===== config.mk =====
export PLATFORM = sky130hd
export DESIGN_NAME = keyword_token_lexer_core
export DESIGN_NICKNAME = d
export VERILOG_FILES = /design/src/sv/kwtl_pkg.sv /design/src/sv/keyword_token_lexer_core.sv /design/src/sv/kwtl_scan.sv
export SDC_FILE = /design/constraint.sdc
export NUM_CORES = 1
export LEC_CHECK = 0
export CORE_UTILIZATION = 30
export DETAILED_ROUTE_END_ITERATION = 10
export DONT_BUFFER_PORTS = 1
export GPL_ROUTABILITY_DRIVEN = 0
export GPL_TIMING_DRIVEN = 0
export PLACE_DENSITY = 0.46
export SETUP_SLACK_MARGIN = 0.15
export SYNTH_ARGS = -nofsm -noshare
export SYNTH_HDL_FRONTEND = slang
export SYNTH_SLANG_ARGS = --single-unit

===== constraint.sdc =====
create_clock -name i_clk -period 11.52 [get_ports i_clk]
set_input_delay 3.456 -clock i_clk [delete_from_list [all_inputs] [get_ports i_clk]]
set_output_delay 3.456 -clock i_clk [all_outputs]
set_load 0.03 [all_outputs]

===== src/sv/kwtl_pkg.sv =====
// Types, keyword tables and character codes shared by the keyword token lexer.
package kwtl_pkg;

    localparam int NKW = 9;

    typedef enum logic [1:0] {
        MODE_IDLE    = 2'd0,
        MODE_IDENT   = 2'd1,
        MODE_NUMBER  = 2'd2,
        MODE_COMMENT = 2'd3
    } t_mode;

    typedef logic [3:0] t_kind;

    localparam t_kind KIND_END    = 4'd0;
    localparam t_kind KIND_IDENT  = 4'd10;
    localparam t_kind KIND_NUMBER = 4'd11;
    localparam t_kind KIND_SINGLE = 4'd12;

    localparam logic [7:0] CH_NUL   = 8'h00;
    localparam logic [7:0] CH_LF    = 8'h0A;
    localparam logic [7:0] CH_CR    = 8'h0D;
    localparam logic [7:0] CH_SPACE = 8'h20;
    localparam logic [7:0] CH_HASH  = 8'h23;
    localparam logic [7:0] CH_PCT   = 8'h25;
    localparam logic [7:0] CH_DOT   = 8'h2E;
    localparam logic [7:0] CH_UNDER = 8'h5F;

    // Keyword text, right-justified: the last character sits in the lowest byte.
    localparam logic [63:0] KW_TEXT [NKW] = '{
        64'("function"), 64'("extern"), 64'("if"), 64'("else"), 64'("for"),
        64'("from"), 64'("to"), 64'("variable"), 64'("execute")
    };
    localparam logic [3:0] KW_LEN [NKW] = '{
        4'd8, 4'd6, 4'd2, 4'd4, 4'd3, 4'd4, 4'd2, 4'd8, 4'd7
    };

    typedef struct packed {
        t_kind      kind;
        logic [7:0] tok_char;
        logic [7:0] length;
        logic       last;
    } t_result;

    typedef struct packed {
        logic [1:0] count;
        t_result    res0;
        t_result    res1;
    } t_scan;

endpackage


===== src/sv/keyword_token_lexer_core.sv =====
// Top level of the keyword token lexer: character stream in, token stream out.
// One character item is taken per cycle while s_axis_tready is high; lexing is
// done in the cycle it is accepted and its zero, one or two tokens go into a
// four-entry result queue. s_axis_tready stays high while the queue has room
// for two tokens, so items are taken back to back whenever the output side
// keeps up; a character that ends a pending token and is itself a token puts
// two tokens into the queue, which registers every token before the output.
// Token length saturates at the smaller of MAX_TOKEN_LEN and 255.
module keyword_token_lexer_core #(
    parameter int MAX_TOKEN_LEN = 255
) (
    input  logic        i_clk,
    input  logic        i_rst_n,
    input  logic        s_axis_tvalid,
    output logic        s_axis_tready,
    input  logic [7:0]  s_axis_tdata,   // [7:0] ch
    input  logic        s_axis_tlast,   // end_of_input
    output logic        m_axis_tvalid,
    input  logic        m_axis_tready,
    output logic [23:0] m_axis_tdata,   // [3:0] token_kind, [11:4] token_char,
                                        // [19:12] token_length, [23:20] zero
    output logic        m_axis_tlast    // last
);
    import kwtl_pkg::*;

    localparam int QDEPTH = 4;

    t_result    r_queue [QDEPTH];
    logic [1:0] r_wr, n_wr;
    logic [1:0] r_rd, n_rd;
    logic [2:0] r_cnt, n_cnt;

    logic    accept, pop;
    t_scan   scan;
    t_result head;

    assign s_axis_tready = (r_cnt <= 3'(QDEPTH - 2));
    assign accept        = s_axis_tvalid && s_axis_tready;
    assign m_axis_tvalid = (r_cnt != 3'd0);
    assign pop           = m_axis_tvalid && m_axis_tready;

    kwtl_scan #(
        .MAX_TOKEN_LEN (MAX_TOKEN_LEN)
    ) u_scan (
        .i_clk    (i_clk),
        .i_rst_n  (i_rst_n),
        .i_accept (accept),
        .i_ch     (s_axis_tdata),
        .i_end    (s_axis_tlast),
        .o_scan   (scan)
    );

    always_comb begin
        n_wr  = accept ? r_wr + scan.count : r_wr;
        n_rd  = pop ? r_rd + 2'd1 : r_rd;
        n_cnt = r_cnt + (accept ? {1'b0, scan.count} : 3'd0) - (pop ? 3'd1 : 3'd0);
    end

    always_ff @(posedge i_clk) begin
        if (!i_rst_n) begin
            r_wr  <= 2'd0;
            r_rd  <= 2'd0;
            r_cnt <= 3'd0;
        end else begin
            r_wr  <= n_wr;
            r_rd  <= n_rd;
            r_cnt <= n_cnt;
        end
    end

    always_ff @(posedge i_clk) begin
        if (accept && scan.count != 2'd0) begin
            r_queue[r_wr] <= scan.res0;
        end
        if (accept && scan.count == 2'd2) begin
            r_queue[r_wr + 2'd1] <= scan.res1;
        end
    end

    assign head         = r_queue[r_rd];
    assign m_axis_tdata = {4'b0000, head.length, head.tok_char, head.kind};
    assign m_axis_tlast = head.last;

endmodule


===== src/sv/kwtl_scan.sv =====
// Lexer state and the token results caused by one character item.
module kwtl_scan #(
    parameter int MAX_TOKEN_LEN = 255
) (
    input  logic           i_clk,
    input  logic           i_rst_n,
    input  logic           i_accept,
    input  logic [7:0]     i_ch,
    input  logic           i_end,
    output kwtl_pkg::t_scan o_scan
);
    import kwtl_pkg::*;

    localparam int         LEN_CAP = (MAX_TOKEN_LEN < 255) ? MAX_TOKEN_LEN : 255;
    localparam logic [7:0] LEN_MAX = 8'(LEN_CAP);
    localparam logic [NKW-1:0] ALIVE_ALL = '1;

    t_mode          r_mode, n_mode;
    logic [NKW-1:0] r_alive, n_alive;
    logic [7:0]     r_len, n_len;

    logic    is_alpha, is_digit, is_space, is_break;
    logic    consumed, pending, start_ident, start_num;
    t_result flush_res;
    t_kind   ident_kind;

    function automatic logic [NKW-1:0] extend_alive(input logic [7:0] p,
                                                     input logic [NKW-1:0] alive,
                                                     input logic [7:0] c);
        logic [NKW-1:0] res;
        logic [2:0]     idx;
        logic           ok;
        res = alive;
        for (int k = 0; k < NKW; k++) begin
            idx = 3'(KW_LEN[k] - 4'd1) - p[2:0];
            ok  = (p < {4'b0000, KW_LEN[k]}) && (KW_TEXT[k][{idx, 3'b000} +: 8] == c);
            if (!ok) begin
                res[k] = 1'b0;
            end
        end
        return res;
    endfunction

    always_comb begin
        is_alpha    = (i_ch inside {[8'h61:8'h7A], [8'h41:8'h5A]});
        is_digit    = (i_ch inside {[8'h30:8'h39]});
        is_space    = (i_ch == CH_SPACE) || (i_ch inside {[8'h09:8'h0D]});
        is_break    = (i_ch == CH_NUL) || (i_ch == CH_LF) || (i_ch == CH_CR);
        consumed    = ((r_mode == MODE_IDENT) && (is_alpha || is_digit || i_ch == CH_UNDER))
                   || ((r_mode == MODE_NUMBER) && (is_digit || i_ch == CH_DOT));
        pending     = (r_mode == MODE_IDENT) || (r_mode == MODE_NUMBER);
        start_ident = is_alpha || (i_ch == CH_HASH);
        start_num   = is_digit;
    end

    always_comb begin
        ident_kind = KIND_IDENT;
        for (int k = NKW - 1; k >= 0; k--) begin
            if (r_alive[k] && (r_len == {4'b0000, KW_LEN[k]})) begin
                ident_kind = 4'(k + 1);
            end
        end
        flush_res.kind     = (r_mode == MODE_IDENT) ? ident_kind : KIND_NUMBER;
        flush_res.tok_char = 8'd0;
        flush_res.length   = r_len;
        flush_res.last     = 1'b0;
    end

    // next state
    always_comb begin
        n_mode  = r_mode;
        n_alive = r_alive;
        n_len   = r_len;
        if (i_end) begin
            n_mode  = MODE_IDLE;
            n_alive = ALIVE_ALL;
            n_len   = 8'd0;
        end else if (r_mode == MODE_COMMENT) begin
            if (is_break) begin
                n_mode  = MODE_IDLE;
                n_alive = ALIVE_ALL;
                n_len   = 8'd0;
            end
        end else if (consumed) begin
            n_alive = extend_alive(r_len, r_alive, i_ch);
            n_len   = (r_len < LEN_MAX) ? r_len + 8'd1 : r_len;
        end else begin
            n_mode  = MODE_IDLE;
            n_alive = ALIVE_ALL;
            n_len   = 8'd0;
            if (start_ident) begin
                n_mode  = MODE_IDENT;
                n_alive = extend_alive(8'd0, ALIVE_ALL, i_ch);
                n_len   = 8'd1;
            end else if (start_num) begin
                n_mode  = MODE_NUMBER;
                n_alive = extend_alive(8'd0, ALIVE_ALL, i_ch);
                n_len   = 8'd1;
            end else if (i_ch == CH_PCT) begin
                n_mode  = MODE_COMMENT;
            end
        end
    end

    // results
    always_comb begin
        t_result end_res;
        t_result single_res;
        end_res          = '0;
        end_res.kind     = KIND_END;
        single_res       = '0;
        single_res.kind  = KIND_SINGLE;
        single_res.tok_char = i_ch;
        o_scan = '0;
        if (i_end) begin
            end_res.last = 1'b1;
            if (pending) begin
                o_scan.res0  = flush_res;
                o_scan.res1  = end_res;
                o_scan.count = 2'd2;
            end else begin
                o_scan.res0  = end_res;
                o_scan.count = 2'd1;
            end
        end else if (r_mode == MODE_COMMENT) begin
            if (i_ch == CH_NUL) begin
                single_res.last = 1'b1;
                o_scan.res0     = single_res;
                o_scan.count    = 2'd1;
            end
        end else if (!consumed) begin
            single_res.last = 1'b1;
            if (!is_space && !start_ident && !start_num && i_ch != CH_PCT) begin
                if (pending) begin
                    o_scan.res0  = flush_res;
                    o_scan.res1  = single_res;
                    o_scan.count = 2'd2;
                end else begin
                    o_scan.res0  = single_res;
                    o_scan.count = 2'd1;
                end
            end else if (pending) begin
                o_scan.res0      = flush_res;
                o_scan.res0.last = 1'b1;
                o_scan.count     = 2'd1;
            end
        end
    end

    always_ff @(posedge i_clk) begin
        if (!i_rst_n) begin
            r_mode  <= MODE_IDLE;
            r_alive <= ALIVE_ALL;
            r_len   <= 8'd0;
        end else if (i_accept) begin
            r_mode  <= n_mode;
            r_alive <= n_alive;
            r_len   <= n_len;
        end
    end

endmodule

==> flow_summary.toml <==
[power_and_ir_drop]
sw_frac_of_total_pct = 35.7
pwr-share-clk_pct = 28.2
vdd_drop_max_v = 0.000137
internal_power_uw = 700
p_comb_share_pct = 29.2
p_total_uw = 1090
powerDensity_nw_per_um2 = 143
p_sw_uw = 388
p_leak_uw = 0.00259
power_frac_seq_pct = 42.5

[logic_synthesis]
synthCells = 722
syn_area_um2 = 6950
synthMostInstantiatedCell = "dfxtp_1"
ys_async_sr_fraction_pct = 0
ys_seq_area_share_pct = 38.6
synth_top_area_share_pct = 19.6
synth_cell_types = 85
ys_top_cells_by_area = "dfxtp_1 (20%), edfxtp_1 (19%), mux4_2 (6.8%)"
synth_ff_type = "dfxtp_1"
synth_area_leader_cell = "dfxtp_1"
ys_warn_count = 0
synth_edf_count = 44
ys_seq_elements = 112
ys_top_cells_by_count = "dfxtp_1 (68), nand2_1 (65), nor2_1 (59)"
syn-mean-instance-area_um2 = 9.63

[clocking]
tritoncts = "built"
holdBufCountCts = 0
clock_latency_ps = 370
clockBufferDepth = 2
cts_buffers = 9
cts-root-buf = "clkbuf_16"
htree_levels = 3
cts.clk_slew.worst_paths_ps = 80
post_cts_buffers = 0
cts_resized = 0
cts_sinks = 112

[sta]
layout_min_cycle_time_ps = 6760
postLayoutSetupSlackWorst_ps = 4760
tightestPinTransition_ps = 1310
max-slew-margin-rel_pct = 11.4
finalSetupTns_ps = 0
fmax_mhz = 148
skew_ps = 12.7
rsz0062_at_grt = "false"
hold_viol = 0
setup_violations = 0
min_period_over_period_pct = 58.7
report.final.slew_viol_count = 0

[die]
fp.dieH_um = 154
rows = 55
dieArea_um2 = 23800
start_util_pct = 30.6
io_pins = 40
die_w_um = 154
coreArea_um2 = 22700

[worst_hold_path]
hp-class = "register to register"

[run]
drv_cap = 0

[drt]
dr.pass1.iters = 5
drc_errors = 0
wl_per_cell_um = 20.8
totalWireLength_mm = 21.3
first_iter_violations = 563
vias = 5783
ant_nets = 0
drt-vias-per-instance = 5.64

[placed_design]
port_buffers = 0
place_ws_ps = 4410
dp_hpwl_mm = 15.6

[global_route]
grt_pass1_wl_mm = 33.7
grt_usage_pct = 18.5
grt_max_degree = 21
antenna_found_initial = 0
grt_pass1_vias = 5789
grt-ovfl-total = 0

[setup_path]
critPathCaptureType = "register"
cp.arrival_ps = 7020
crit_type = "primary input to register"
worstPathRequired_ps = 11790
cp_max_fo = 9
reg2reg_slack_ps = 7590
startpoint_type = "primary input"

[final_layout]
area_growth_syn_to_layout_pct = 9.43
antenna_cells = 0
drive_gt1_share_pct = 10.5
finalNetCount = 772

[run_status]
outcome = "finished clean"
[logic make-up after synthesis]
kind of cell | Yosys count | synth area share (%)
buffers and inverters | 78 | 5.04
AOI/OAI and AO/OA | 179 | 19.8
and+or+nand+nor | 269 | 20.3
xor gates and xnor gates | 28 | 3.53
DFF | 112 | 38.6
adders and majority gates | 23 | 4.25
muxes | 32 | 8.38
other | 1 | 0.0539
[per-stage QoR]
stage	std cells	hold slack, ps	area (um2)	utilization (%)
floorplan	725	429	6970	-
global placement	1010	441	7320	32.2
detailed placement	1010	449	7320	32.2
CTS	1026	459	7610	33.5
global route	1026	479	7610	33.5
finish	1026	460	7610	33.5
[worst max-delay path, cell delays in order]
cell and delay (ps):
buf_2 150, nor2_1 340, a31o_1 290, nor3_2 110
nor3_1 590, a21o_1 340, a2bb2oi_2 140, inv_1 130
nand2_1 120, ha_1 310, inv_1 60, ha_1 130
inv_1 50, fa_1 370, xor2_1 160, xnor2_1 120
and2_1 150
[path summary, 6_finish.rpt]
| path | from | endpoint | cells after the start |
|---|---|---|---|
| hold reg to reg | r_queue[0][3] | r_queue[0][3] | 2 |
| setup reg to reg | u_scan.r_mode[0] | r_cnt[2] | 18 |
| hold / removal | r_queue[0][3] | r_queue[0][3] | 2 |
| setup / recovery | s_axis_tdata[4] | r_cnt[2] | 17 |
[flip-flops by register name (all words and copies together) (netlist names), named ones only]
register and count:
u_scan.r_mode 2, u_scan.r_len 8, u_scan.r_alive 9, r_wr 2
r_cnt 3, r_rd 2, r_queue 84
[layer usage]
layer  GRT usage, %  wire [um]  vias up
li1               -          -     2720
met1           24.5       9780     2848
met2           30.6      10100      180
met3           3.56       1020       35
met4           5.42        387        0
met5              0          0        -
[area by class of cell]
class,count,area (um2)
buffer,56,268
clock buffer,9,225
clock inverter,7,62.6
fill,2330,15100
inverter,22,82.6
multi-input combinational,535,3930
sequential,112,2680
tap,285,357
[power by group through the flow]
stage | logic, uW | clock network [uW] | registers (uW)
after CTS | 320 | 317 | 462
final | 318 | 307 | 463
after global placement | 316 | 0 | 470
after floorplan | 249 | 0 | 464
after detailed placement | 319 | 0 | 472
after global routing | 343 | 331 | 466
[layout by cell type (no fill, tap or decap), drive strengths merged, types with 7 or more instances in the layout]
cell type / Yosys / routed
dfxtp: 68 / 68
nand2: 65 / 65
nor2: 60 / 60
edfxtp: 44 / 44
clkbuf: 28 / 37
a21oi: 31 / 31
nand3: 30 / 30
o21ai: 29 / 29
buf: 28 / 28
a22o: 25 / 25
inv: 20 / 23
ha: 22 / 22
mux4: 21 / 21
nor2b: 19 / 19
xor2: 16 / 16
and2: 14 / 14
a31oi: 12 / 12
xnor2: 12 / 12
nor3: 12 / 12
nand4: 12 / 12
o31ai: 11 / 11
mux2i: 11 / 11
nand2b: 10 / 10
or3: 7 / 7
Power figures use the tool's default switching activity.
